### config.mk
export PLATFORM = sky130hd
export DESIGN_NAME = clovl_decode
export DESIGN_NICKNAME = d
export VERILOG_FILES = /design/src/rtl/clovl_pkg.sv /design/src/rtl/clovl_decode.sv
export SDC_FILE = /design/constraint.sdc
export NUM_CORES = 1
export LEC_CHECK = 0
export ABC_AREA = 1
export BUFFER_PORTS_ARGS = -buffer_cell sky130_fd_sc_hd__clkbuf_2
export CORE_MARGIN = 8
export CORE_UTILIZATION = 45
export DETAILED_ROUTE_END_ITERATION = 7
export PLACE_DENSITY = 0.89
export SYNTH_ARGS = -nofsm -noshare
export SYNTH_HDL_FRONTEND = slang
export SYNTH_SLANG_ARGS = --single-unit
### constraint.sdc
create_clock -name vclk -period 4.1
set_clock_uncertainty 0.1 [all_clocks]
set_input_delay 0.205 -clock vclk [all_inputs]
set_output_delay 0.205 -clock vclk [all_outputs]
set_load 0.1 [all_outputs]
### src/rtl/clovl_pkg.sv
// Shared types, constants and codes for the clipped image overlay accumulator.
package clovl_pkg;

  localparam int unsigned COORD_W   = 8;
  localparam int unsigned MAX_WIDTH = 1 << COORD_W;
  localparam int unsigned ADDR_W    = 2 * COORD_W;
  localparam int unsigned DIM_W     = 9;
  localparam int unsigned SHIFT_W   = 10;
  localparam int unsigned PIX_W     = 32;
  localparam int unsigned CFG_IDX_W = 3;

  localparam logic [DIM_W-1:0]   DIM_MAX     = DIM_W'(MAX_WIDTH);
  localparam logic [PIX_W-1:0]   BLANK_RESET = 32'hFF9D_0000;
  localparam logic [PIX_W-1:0]   PIX_POS_MAX = 32'h7FFF_FFFF;
  localparam logic [PIX_W-1:0]   PIX_NEG_MAX = 32'h8000_0000;

  typedef enum logic [1:0] {
    ACT_LOAD  = 2'd0,
    ACT_MERGE = 2'd1,
    ACT_READ  = 2'd2
  } act_t;

  typedef enum logic [CFG_IDX_W-1:0] {
    REG_FRAME_WIDTH  = 3'd0,
    REG_FRAME_HEIGHT = 3'd1,
    REG_PATCH_WIDTH  = 3'd2,
    REG_PATCH_HEIGHT = 3'd3,
    REG_SHIFT_X      = 3'd4,
    REG_SHIFT_Y      = 3'd5,
    REG_BLANK_VALUE  = 3'd6
  } reg_idx_t;

  typedef struct packed {
    logic [DIM_W-1:0]   frame_width;
    logic [DIM_W-1:0]   frame_height;
    logic [DIM_W-1:0]   patch_width;
    logic [DIM_W-1:0]   patch_height;
    logic [SHIFT_W-1:0] shift_x;
    logic [SHIFT_W-1:0] shift_y;
    logic [PIX_W-1:0]   blank_value;
  } cfg_t;

  // One decoded item as it travels down the pipeline
  typedef struct packed {
    act_t              act;
    logic              hit;
    logic [ADDR_W-1:0] addr;
    logic [PIX_W-1:0]  pixel;
  } op_t;

endpackage

### src/rtl/clovl_decode.sv
// Item decode: placement, clipping, blank test and store address.
module clovl_decode (
  input  clovl_pkg::cfg_t                   cfg,
  input  logic [1:0]                        action,
  input  logic [clovl_pkg::COORD_W-1:0]     column,
  input  logic [clovl_pkg::COORD_W-1:0]     line,
  input  logic [clovl_pkg::PIX_W-1:0]       pixel,
  output clovl_pkg::op_t                    op
);
  import clovl_pkg::*;

  localparam int unsigned POS_W = SHIFT_W + 1;

  logic [DIM_W-1:0] eff_w;
  logic [DIM_W-1:0] eff_h;
  logic [POS_W-1:0] dx;
  logic [POS_W-1:0] dy;
  logic             frame_in;
  logic             merge_in;

  always_comb begin
    eff_w = (cfg.frame_width  > DIM_MAX) ? DIM_MAX : cfg.frame_width;
    eff_h = (cfg.frame_height > DIM_MAX) ? DIM_MAX : cfg.frame_height;

    dx = POS_W'(column) + {cfg.shift_x[SHIFT_W-1], cfg.shift_x};
    dy = POS_W'(line)   + {cfg.shift_y[SHIFT_W-1], cfg.shift_y};

    frame_in = (DIM_W'(column) < eff_w) && (DIM_W'(line) < eff_h);

    // Sign bit clear means the target is not left of or above the frame
    merge_in = (DIM_W'(column) < cfg.patch_width) && (DIM_W'(line) < cfg.patch_height) &&
               !dx[POS_W-1] && !dy[POS_W-1] &&
               (dx[POS_W-2:0] < SHIFT_W'(eff_w)) && (dy[POS_W-2:0] < SHIFT_W'(eff_h)) &&
               (pixel != cfg.blank_value);

    op.act   = act_t'(action);
    op.pixel = pixel;
    op.hit   = 1'b0;
    op.addr  = {line, column};
    unique case (action) inside
      ACT_LOAD, ACT_READ: begin
        op.hit = frame_in;
      end
      ACT_MERGE: begin
        op.hit  = merge_in;
        op.addr = {dy[COORD_W-1:0], dx[COORD_W-1:0]};
      end
      default: begin
        op.hit = 1'b0;
      end
    endcase
  end

endmodule

# ---- Word-level counts from Yosys, hierarchy flattened
# Cells that the tools add are included.
dict set report word_totals {
  latchBits 0
  ramBits 0
  memories 0
  reg_bits 0
  romBits 0
}
dict set report classes {
  div 0
  n_reduce_logical 11
  order_cmp 8
  mux 4
  add_sub_neg 2
  n_bitwise 0
  n_shift 0
  n_eq_ne 3
  mul 0
}
# operator n
set op_table {}
lappend op_table {{$lt A8 B9 Y1} 4}
lappend op_table {{$ne A32 B32 Y1} 1}
lappend op_table {{$add A9 B10 Y11} 2}
lappend op_table {{$lt A10 B9 Y1} 2}
lappend op_table {{$gt A9 B9 Y1 const B} 2}
lappend op_table {{$mux W9} 2}
lappend op_table {{$mux W16} 1}
lappend op_table {{$logic_and A1 B1 Y1} 7}
lappend op_table {{$eq A2 B1 Y1 const B} 1}
lappend op_table {{$eq A2 B2 Y1 const B} 1}
lappend op_table {{$logic_not A1 Y1} 2}
lappend op_table {{$logic_not A2 Y1} 1}
lappend op_table {{$pmux W1 S2} 1}
lappend op_table {{$reduce_or A2 Y1} 1}

# ---- Depth between registers and ports, before layout
dict set report logic_depth {
  depth_word 8
  depth_mapped 17
  ltp_nobuf 17
}

# ---- Least setup slack after synthesis
# OpenSTA, ideal clock, no wires.
dict set report synth_path {
  path_type {input-to-output}
  startpoint {input port cfg[42] (netlist bit)}
  endpoint {output port op[48] (netlist bit)}
  n_path_buf 0
  required_ns 3.795
  slack_ns 0.924
  arrival_time_ns 2.871
  stages 13
  cell_sequence {ha_1 > fa_1 > a21oi_1 > o21ai_0 > xor2_1 > inv_1 > ha_1 > or2_2 > nor3_2 > nand4_1 > nor3_2 > nand3_1 > nand2_1}
}
# element line
set synth_lines {}
lappend synth_lines {{start: declaration} clovl_decode.sv:3} ;# input clovl_pkg::cfg_t cfg,
lappend synth_lines {{end: declaration} clovl_decode.sv:8} ;# output clovl_pkg::op_t op

==> results.toml <==
[timing]
worstMarginPinSlew_ns = 0.744
final_setup_violation_count = 0
timing.slew.headroom_pct = 50.4
final_hold_viol_count = 0
setup_total_negative_slack_ns = 0
fin_max_slew_vios = 0
unrepaired_setup_endpoints_after_global_routing = "no"
final_period_minus_worst_setup_slack_ns = 3.39
final.period_utilization_pct = 82.6
achievable-frequency_ghz = 0.295

[power_and_ir_drop]
p_int_uw = 229
max-vdd-ir-drop_v = 0.000156
power.clock.fraction_pct = 0
p_sw_share_pct = 70.0
net-switching-power_uw = 534
power.combinational.fraction_pct = 100.0
power_per_cell_area_nw_per_um2 = 203
finalPower_uw = 763
power_leakage_nw = 2.43
share_seq_of_total_power_pct = 0

[critical_path]
worst-endpoint-required_ns = 3.80
critPathBufInv = 3
worstPathArrival_ns = 3.08
slowest_stage = "fa_1"
critPathCaptureType = "output pin"
startpoint_type_of_the_worst_setup_path = "primary input"
criticalPathCategory = "in2out"
critical_path_cell_count = 15
crit_fanout = 4
critical_path.max_stage_delay_ns = 0.46
timing.critical_path.max_delay_family = "adder cells"
timing.critical_path.cells = "clkbuf_2 -> ha_1 -> fa_1 -> a21oi_1 -> o21ai_0 -> xor2_1 -> inv_1 -> ha_1 -> or2_2 -> nor3_2 -> nand4_1 -> nor3_2 -> nand3_1 -> nand2_1 -> clkbuf_2"

[yosys]
synthTopCellsByArea = "ha_1 (25%), nand2_1 (24%), xnor2_1 (9.0%)"
syn_inst = 510
synth_area_um2 = 3000
synth_sequential_area_ratio_pct = 0
synthDominantCellAreaShare_pct = 25.0
synth-warning-count = 0
netlist.top_cell.by_area = "ha_1"
synth_fp_nets = 710
post_synthesis_cell_type_count = 37
postSynthAreaPerCell_um2 = 5.88

[cells_and_area]
n_sequential_cell = 0
nFillCells = 639
fin_nets = 864
n_clock_buffer = 0
seqCellArea_um2 = 0
layout_common_cells = "clkbuf_2 (189), nand2_1 (188), inv_1 (70), ha_1 (60)"
antenna_cells_inserted = 0
drive_gt1_share_pct = 31.0
syn_to_final_growth_pct = 25.6
commonest_non_fill_non_tap_cell_in_the_layout = "clkbuf_2"

[floorplan]
floorplan.initialDensity_pct = 47.0
pin_count = 189
die_extent_in_y_um = 97.7
fp.dieArea_um2 = 9540
fp_rows = 29
die_w_um = 97.7
coreArea_um2 = 6390

[placement]
detailedPlacementHpwl_um = 9760
routability_driven_placement_congestion_ratio = 0.976
io_buffer_count = 189

[outcome]
result_of_the_run = "finished, final reports clean"

[cts]
postCtsHoldBufs = 0
cts_setup_buffers = 0
postCtsResizedCells = 0

[hold_path]
hold_class = "in2out"
holdPathStages = 2
hold_start = "action[1]"
min_to = "op[50]"

[routing]
drt-initial-drc-count = 187
routed_wire_length_per_instance_um = 14.4
ant_nets = 0
drcViolationCount = 0
drt-vias-per-instance = 4.97
vias = 3671
routed_wl_um = 10600
detail_route.first_pass.iterations = 5

[global_routing]
grt_pass1_wl_um = 17300
vias_in_the_first_global_route = 3775
globalRouteTotalUtil_pct = 20.7
pin_count_of_the_biggest_net_entering_global_routing = 19
grt_overflow = 0
grt_antenna_before_repair = 0

[run]
timing.max_cap.violations = 0
[logic make-up after synthesis]
group	count (synthesis)	share of synthesized area, %
AO/OA/AOI/OAI	53	10.8
AND/OR/NAND/NOR	250	33.5
XOR/XNOR	37	11.1
adder cells (fa/ha/maj)	62	26.4
buffers and inverters	108	18.2
[how the worst max path moves through the flow]
stage              to  startpoint  slack [ns]
2_1_floorplan  op[48]     cfg[42]        0.92
3_3_place_gp   op[48]   column[0]        0.80
3_5_place_dp   op[48]   column[0]        0.72
4_1_cts        op[48]   column[0]        0.72
5_1_grt        op[48]   column[0]        0.58
6_report       op[48]   column[0]        0.71
[layout make-up]
| type | instances | area (um2) | share of cell area (%) |
|---|---|---|---|
| multi-input combinational | 402 | 2450 | 65.1 |
| timing repair buffer | 189 | 946 | 25.1 |
| tap | 77 | 96.3 | 2.56 |
| inverter | 71 | 272 | 7.21 |
[per-stage QoR]
step	std cells	hold WS (ns)	setup slack (ns)	util (%)	area [um2]
4_1_cts	739	0.759	0.719	59.0	3770
3_5_place_dp	739	0.758	0.719	59.0	3770
2_1_floorplan	510	0.522	0.924	-	3000
3_3_place_gp	739	0.757	0.800	59.0	3770
5_1_grt	739	0.767	0.580	59.0	3770
6_report	739	0.755	0.713	59.0	3770
[cells in the mapped netlist]
cell type    n
nor3_2       2
a21oi_2      1
nor3_1       6
nand2_2      3
nand3_1      9
o21bai_2     1
clkbuf_1     1
a21oi_1     26
o211ai_1     1
inv_1       70
ha_1        60
nand3b_1     1
xor2_1       5
o21ai_1      1
fa_1         2
buf_4       34
o21ai_2      2
or2_1        1
nor2_2       2
nand4_1      5
a21boi_1     1
clkinv_4     1
a31o_2       1
xnor2_1     31
a211oi_1     2
o211a_1      1
o21ai_0      6
buf_2        1
xnor2_2      1
o21a_1       2
o2111ai_1    1
a21o_1       5
nor2_1      31
a31oi_1      2
buf_6        1
nand2_1    188
or2_2        2
[routing by layer]
metal / part of all wire [%] / GRT usage (%) / routed length, um
met5: 0 / 0 / 0
met4: 1.5 / 3.26 / 162
met3: 8.8 / 4.62 / 930
met2: 50 / 39.3 / 5350
met1: 39 / 22.9 / 4180
[power by group through the flow]
stage,clock (mW),sequential [mW],combinational (mW)
after floorplan,0,0,0.588
after global placement,0,0,0.737
after detailed placement,0,0,0.758
after CTS,0,0,0.762
after global routing,0,0,0.833
final,0,0,0.763
No activity file was read; power rests on OpenSTA's default activity.
