[src/rtl/clovl_pkg.sv]
// Shared types, constants and codes for the clipped image overlay accumulator.
package clovl_pkg;

  localparam int unsigned COORD_W   = 8;
  localparam int unsigned MAX_WIDTH = 1 << COORD_W;
  localparam int unsigned ADDR_W    = 2 * COORD_W;
  localparam int unsigned DIM_W     = 9;
  localparam int unsigned SHIFT_W   = 10;
  localparam int unsigned PIX_W     = 32;
  localparam int unsigned CFG_IDX_W = 3;

  localparam logic [DIM_W-1:0]   DIM_MAX     = DIM_W'(MAX_WIDTH);
  localparam logic [PIX_W-1:0]   BLANK_RESET = 32'hFF9D_0000;
  localparam logic [PIX_W-1:0]   PIX_POS_MAX = 32'h7FFF_FFFF;
  localparam logic [PIX_W-1:0]   PIX_NEG_MAX = 32'h8000_0000;

  typedef enum logic [1:0] {
    ACT_LOAD  = 2'd0,
    ACT_MERGE = 2'd1,
    ACT_READ  = 2'd2
  } act_t;

  typedef enum logic [CFG_IDX_W-1:0] {
    REG_FRAME_WIDTH  = 3'd0,
    REG_FRAME_HEIGHT = 3'd1,
    REG_PATCH_WIDTH  = 3'd2,
    REG_PATCH_HEIGHT = 3'd3,
    REG_SHIFT_X      = 3'd4,
    REG_SHIFT_Y      = 3'd5,
    REG_BLANK_VALUE  = 3'd6
  } reg_idx_t;

  typedef struct packed {
    logic [DIM_W-1:0]   frame_width;
    logic [DIM_W-1:0]   frame_height;
    logic [DIM_W-1:0]   patch_width;
    logic [DIM_W-1:0]   patch_height;
    logic [SHIFT_W-1:0] shift_x;
    logic [SHIFT_W-1:0] shift_y;
    logic [PIX_W-1:0]   blank_value;
  } cfg_t;

  // One decoded item as it travels down the pipeline
  typedef struct packed {
    act_t              act;
    logic              hit;
    logic [ADDR_W-1:0] addr;
    logic [PIX_W-1:0]  pixel;
  } op_t;

endpackage

[src/rtl/clovl_accum.sv]
// Saturating Q16.16 accumulate of a merged pixel into a stored pixel.
module clovl_accum (
  input  logic [clovl_pkg::PIX_W-1:0] stored,
  input  logic [clovl_pkg::PIX_W-1:0] addend,
  output logic [clovl_pkg::PIX_W-1:0] sum,
  output logic                        clamped
);
  import clovl_pkg::*;

  logic [PIX_W:0] wide;

  always_comb begin
    wide    = {stored[PIX_W-1], stored} + {addend[PIX_W-1], addend};
    clamped = wide[PIX_W] != wide[PIX_W-1];
    if (clamped) begin
      sum = wide[PIX_W] ? PIX_NEG_MAX : PIX_POS_MAX;
    end else begin
      sum = wide[PIX_W-1:0];
    end
  end

endmodule

[config.mk]
export PLATFORM = sky130hd
export DESIGN_NAME = clovl_accum
export DESIGN_NICKNAME = d
export VERILOG_FILES = /design/src/rtl/clovl_pkg.sv /design/src/rtl/clovl_accum.sv
export SDC_FILE = /design/constraint.sdc
export NUM_CORES = 1
export LEC_CHECK = 0
export ABC_AREA = 1
export BUFFER_PORTS_ARGS = -buffer_cell sky130_fd_sc_hd__buf_2
export CORE_MARGIN = 3
export CORE_UTILIZATION = 30
export DETAILED_ROUTE_END_ITERATION = 6
export SKIP_LAST_GASP = 1
export SYNTH_ARGS = -nofsm -noshare
export SYNTH_HDL_FRONTEND = slang
export SYNTH_SLANG_ARGS = --single-unit
[constraint.sdc]
create_clock -name vclk -period 3.1
set_input_delay 0.775 -clock vclk [all_inputs]
set_output_delay 0.775 -clock vclk [all_outputs]
set_load 0.05 [all_outputs]
== Word level (Yosys, flattened, before mapping) ==
Cells that the tools add are included.
Word-level totals
  flip-flop bits (word level): 0
  input port bits: 64
  output and inout port bits: 33
  logic and storage cells: 4
Operators by class
  add/subtract/negate cells: 1
  equality and inequality tests: 1
  mux-type cells: 2
Operators with widths (number)
  32-bit 2-to-1 mux: 2
  32-bit by 32-bit adder with 33-bit output: 1
  1-bit inequality test: 1

== Longest topological paths before layout ==
Gate-level depths: netlist of the first run.
  depth in word-level cells: 3
  gate-level depth with buffers: 16
  gate-level depth less buffers: 15

== Least setup slack after synthesis of the first run ==
OpenSTA, ideal clock, no wires.
  path type: in2out
  start point: input port stored[0] (netlist bit)
  end point: output port sum[21] (netlist bit)
  arrival time: 2.916 ns
  data required time: 2.325 ns
  path slack: -0.591 ns
  stages on the path: 13
  cell sequence: ha_1 fa_1 nand2_1 nand3_1 nand3_1 nand2_2 nand2_1 nand2_2 nand2_2 nand3_1 nand2_4 nor2_8 o21ai_1
Between the ends
  cells in the longest elaborated chain, start to end: 3
  elaborated cells between the ends (all ways): 4
  those cells by class: add/sub: 1; eq/ne: 1; mux: 2
Ends and longest elaborated chain
  from (decl): line clovl_accum.sv:3  | input logic [clovl_pkg::PIX_W-1:0] stored,
  32-bit by 32-bit adder with 33-bit output *: line clovl_accum.sv:13  | wide = {stored[PIX_W-1], stored} + {addend[PIX_W-1], addend};
  32-bit 2-to-1 mux / 1-bit inequality test (equally long branches): line clovl_accum.sv:16, clovl_accum.sv:14
  32-bit 2-to-1 mux *: line clovl_accum.sv:15  | if (clamped) begin
  to (decl): line clovl_accum.sv:5  | output logic [clovl_pkg::PIX_W-1:0] sum,
Mark *: on every way between the ends. The rest lies on a longest branch, timed or not.

== Worst setup path after layout of the first run ==
  start point: input port addend[0] (netlist bit)
  end point: output port sum[11] (netlist bit)
Between the ends
  cells in the longest elaborated chain, start to end: 3
  elaborated cells between the ends (all ways): 4
  those cells by class: add/sub: 1; eq/ne: 1; mux: 2
Ends and longest elaborated chain
  from (decl): line clovl_accum.sv:4  | input logic [clovl_pkg::PIX_W-1:0] addend,
  32-bit by 32-bit adder with 33-bit output *: line clovl_accum.sv:13
  32-bit 2-to-1 mux / 1-bit inequality test (equally long branches): line clovl_accum.sv:16, clovl_accum.sv:14
  32-bit 2-to-1 mux *: line clovl_accum.sv:15
Marks and branches as above.

==> results of run 1 <==
==> power groups by stage <==
stage	registers, mW	clock network [mW]	logic, mW
finish	0	0	2.27
global route	0	0	2.40
CTS	0	0	2.13
detailed placement	0	0	1.69
global placement	0	0	1.66
floorplan	0	0	1.18
==> per-layer routing <==
layer  part of all wire, %  global-route usage [%]
met5                     0                       0
met4                   2.1                    2.21
met3                   4.5                   0.571
met2                    50                    40.0
met1                    43                    27.8
==> worst paths after layout <==
path,slack (ps),from,cells past startpoint,endpoint
worst min-delay path,2000,stored[0],5,sum[0]
worst max-delay path,-450,addend[0],18,sum[11]
==> cells in the mapped netlist (4+ instances only) <==
cell type / count
nand2_1: 223
inv_1: 64
nor2_1: 50
ha_1: 32
a21oi_1: 31
xor2_1: 15
nand3_1: 14
nand2_2: 11
nand3b_1: 8
o21bai_1: 8
o21ai_2: 7
o21ai_0: 6
buf_6: 5
xnor2_1: 4
==> repair_timing <==
item,CTS,global route
resized for setup,157,55
cloned,1,1
setup buffers,9,4
setup endpoints to repair,33,33
pin swaps,26,10
==> metrics by stage <==
| stage | power [mW] | hold WS, ps | util (%) | instance area [sq um] | cells |
|---|---|---|---|---|---|
| detailed placement | 1.69 | 2150 | 54.9 | 4370 | 804 |
| global placement | 1.66 | 2130 | 54.9 | 4370 | 804 |
| global route | 2.40 | 2010 | 69.2 | 5510 | 818 |
| CTS | 2.13 | 1990 | 64.6 | 5150 | 814 |
| floorplan | 1.18 | 1860 | - | 2910 | 494 |
| finish | 2.27 | 2000 | 69.2 | 5510 | 818 |
==> cells by family (layout without fill, tap and decap cells) <==
family / count (synthesis) / count (layout)
and+or+nand+nor: 316 / 316
buffers and inverters: 70 / 292
xor gates and xnor gates: 19 / 19
adders and majority gates: 33 / 33
AOI/OAI and AO/OA: 56 / 56
==> cell type report <==
type / instances / area [sq um] / area share (%)
Inverter: 65 / 244 / 4.43
Multi-Input combinational cell: 424 / 3210 / 58.3
Tap cell: 102 / 128 / 2.32
Timing Repair Buffer: 227 / 1930 / 35.0
==> out/qor.yml, run 1 <==
logic_synthesis:
  synth_compound_area_share_pct: 13.1
  yosys.area_share.simple_pct: 52.1
  synth.distinct_cells: 24
  synth_mux_area_share_pct: 0
  synthTopCellsByArea: "nand2_1 (33%), ha_1 (16%), inv_1 (9.4%)"
  synth_area_sq_um: 2550
  avgSynthCellArea_sq_um: 5.16
  synth_xor_area_share_pct: 6.53
  synth.yosys.seq_area_share_pct: 0
  syn_inst: 494
  synth_nets: 591
  synthAdderAreaFrac_pct: 16.5
  synth_top_family_by_area: "simple AND/OR/NAND/NOR gates"
  ys.warnings.count: 0
  yosys.area.top_type: "nand2_1"
  synth_top_area_share_pct: 32.9
sta:
  hold_violations: 0
  fin_crit_sh_pct: 114
  finalMaxSlewViolations: 0
  max_freq_ghz: 0.282
  rsz0062_at_grt: "yes"
  setup_viol: 33
  relSlewSlack_pct: 72.6
  period_needed_ps: 3550
  worst_slack_ps: -446
  tightest_slew_ps: 408
  tns_ps: -12820
placed_design:
  dp_hpwl_microns: 8630
  dp_slack_ps: -604
  io_buffers: 97
  gp_congestion: 0.916
setup_path:
  cp_common_cell: "nand2_4"
  cp.required_ps: 2320
  endpoint_kind: "output pin"
  slowest_delay_ps: 340
  path_buf_inv: 4
  path_max_fanout: 7
  worstPathArrival_ps: 2770
  slowest_stage: "fa_2"
  worstSetupPathType: "in -> out"
  critical-path-top-delay-family: "simple AND/OR/NAND/NOR gates"
  crit_path_start_kind: "input pin"
  path_cells: "buf_8, ha_4, fa_2, nand2_2, nand3_2, nand3_2, nand2_2, nand2_2, nand2_4, nand2_4, nand3_4, nand2_8, nand3_4, buf_12, buf_16, nand2_4, nand2_4, buf_8"
cells_and_area:
  drive_gt1_share_pct: 51.4
  final_common_cell: "nand2_1"
  num-clock-buffers: 0
  regArea_sq_um: 0
  final_cell_mix: "nand2_1 (162), buf_4 (113), inv_1 (64), buf_2 (62), nor2_1 (46)"
  nFillCells: 655
  antenna_cells: 0
  area_delta_synth_final_pct: 116
  flops_and_latches: 0
  finalNetCount: 815
global_route:
  grt_antenna_before_repair: 0
  globalRoute.totalOverflow: 0
  grt_pass1_vias: 3830
  grt_usage_pct: 21.2
  grt_max_degree: 13
  grt_pass1_wl_microns: 17400
power_and_ir_drop:
  internal_power_mw: 1.00
  leakage_nw: 2.95
  p_sw_share_pct: 56.0
  p_seq_share_pct: 0
  vdd_drop_max_mv: 0.175
  power.density_nw_per_um2: 412
  comb_power_share_pct: 100.0
  power_frac_clock_pct: 0
  power_switching_mw: 1.27
cts:
  cts.hold.buffers_added: 0
drt:
  drt_iter0_drc: 135
  final_antenna_net_count: 0
  first_pass_iters: 4
  via_per_inst: 4.69
  drt_wl_total_microns: 11500
  wire_per_inst_microns: 14.0
  via_count: 3839
  drc: 0
floorplan:
  chipHeight_microns: 98.2
  fp.dieW_microns: 98.2
  ios: 97
  die_area_sq_um: 9630
  rows: 32
  core-area_sq_um: 7970
  initial_core_util_pct: 32.0
run_status:
  violations: "negative setup slack"
  status: "complete, but fails checks"
flow_run:
  max-cap-violations: 0
worst_hold_path:
  min_path_type: "in -> out"
(Power assumes the default switching activity.)
==> inputs of run 2 (changes only) <==
Settings changed: SETUP_SLACK_MARGIN set to 0.15.
==> run 2 against run 1 <==
  * The flow still finishes with violations (negative setup slack)
  * Design area grew 0.45%
  * Count of clock-buffer cells in the layout is the same
  * Combinational power is essentially flat
  * Critical path depth is 1 higher
  * Final cell count increased by 0.12%
  * Global-route usage unchanged
  * First-iteration DRC count fell by 12%
  * Highest routed layer unchanged
==> out/qor.yml, run 2 (synthesized netlist as in run 1, its figures left out) <==
cells_and_area:
  flops_and_latches: 0
  regArea_sq_um: 0
  num-clock-buffers: 0
  fin_cells: 819
  utilization_pct: 69.5
  nFillCells: 647
  final_cell_mix: "nand2_1 (162), buf_4 (113), inv_1 (64), buf_2 (62), nor2_1 (46)"
  drive_gt1_share_pct: 51.5
  area_delta_synth_final_pct: 117
  final_area_sq_um: 5540
  antenna_cells: 0
  finalNetCount: 816
  final_common_cell: "nand2_1"
power_and_ir_drop:
  total_power_mw: 2.29
  vdd_drop_max_mv: 0.177
  leakage_nw: 2.96
  power.density_nw_per_um2: 413
drt:
  drt_wl_total_microns: 11600
  wl_met3_microns: 549
  via_per_inst: 4.74
  wire_per_inst_microns: 14.1
  drc: 0
  final_antenna_net_count: 0
  wl_met1_microns: 4950
  first_pass_iters: 4
  wl_met2_microns: 5870
  routed.top_layer: "met4"
  via_count: 3878
  drt_iter0_drc: 119
sta:
  tightest_slew_ps: 403
  setup_viol: 33
  hold_violations: 0
  worst_slack_ps: -449
  relSlewSlack_pct: 73.0
  max_freq_ghz: 0.282
  rsz0062_at_grt: "yes"
  finalMaxSlewViolations: 0
  period_needed_ps: 3550
  fin_crit_sh_pct: 114
setup_path:
  crit_path_end: "sum[4]"
  path_buf_inv: 4
  cp.required_ps: 2320
  slowest_delay_ps: 340
  slowest_stage: "fa_2"
  crit_start: "addend[0]"
  worstPathArrival_ps: 2770
  path_cells: "buf_8, ha_4, fa_2, nand2_2, nand3_2, nand3_2, nand2_2, nand2_2, nand2_4, nand2_4, nand2_4, nand2_4, nand2_8, nand3_4, buf_6, buf_12, nand2_4, nand2_4, buf_8"
  endpoint_kind: "output pin"
  crit_cells: 19
  critical-path-top-delay-family: "simple AND/OR/NAND/NOR gates"
  worstSetupPathType: "in -> out"
  crit_path_start_kind: "input pin"
  cp_common_cell: "nand2_4"
  path_max_fanout: 8
worst_hold_path:
  hold_start: "stored[0]"
  min_path_type: "in -> out"
placed_design:
  dp_hpwl_microns: 8630
  dp_slack_ps: -604
  dp.cells: 804
  place_area_sq_um: 4370
  gp_congestion: 0.916
  io_buffers: 97
floorplan:
  core-area_sq_um: 7970
  initial_core_util_pct: 32.0
  fp.dieW_microns: 98.2
  die_area_sq_um: 9630
  ios: 97
  rows: 32
  chipHeight_microns: 98.2
global_route:
  globalRoute.totalOverflow: 0
  grt_usage_pct: 21.2
  grt_pass1_vias: 3830
  grt_max_degree: 13
  grt_antenna_before_repair: 0
  grt_pass1_wl_microns: 17400
run_status:
  violations: "negative setup slack"
  status: "complete, but fails checks"
flow_run:
  max-cap-violations: 0
-- run 2: changes by cell type in the layout (fill, tap and decap cells not counted) --
cell and delta:
buf_12 +1, nand2_2 -1, nand2_4 +1
-- run 2: routing by layer --
layer  vias up  track usage [%]
li1       1984                -
met1      1750             27.8
met2       122             40.0
met3        22            0.571
met4         0             2.21
met5         -                0
-- run 2: worst min path at each step --
stage                     endpoint  cells past startpoint
after global placement      sum[0]                      5
after global routing        sum[0]                      5
final                       sum[0]                      5
after detailed placement    sum[0]                      5
after floorplan             sum[0]                      3
after CTS                   sum[0]                      5
-- run 2: what timing repair did --
action / CTS / global route
buffers inserted: 9 / 4
pin swaps: 26 / 10
hold buffers: 0 / 0
setup endpoints to repair: 33 / 33
gates cloned: 1 / 1
resized for setup: 157 / 56
-- run 2: tightest hold or removal path: stages --
cell	delay, ps
buf_6	80
ha_4	130
nand2_4	50
nand2_4	50
buf_8	130
-- run 2: layout make-up --
| type | count | area (sq um) | area share (%) |
|---|---|---|---|
| multi-input cells | 424 | 3220 | 58.1 |
| repair buffers | 228 | 1950 | 35.2 |
| inverters | 65 | 244 | 4.41 |
| well taps | 102 | 128 | 2.31 |
-- run 2: where the power goes --
group	switching, mW	leakage, nW	internal (mW)
sequential	0	0	0
combinational	1.28	2.96	1.01
clock	0	0	0
-- run 2: per-stage QoR --
step / hold WS [ps] / setup TNS (ps)
2_1_floorplan: 1860 / -6790
3_3_place_gp: 2130 / -16700
3_5_place_dp: 2150 / -17860
4_1_cts: 1990 / -12690
5_1_grt: 2010 / -16410
6_report: 2000 / -13130
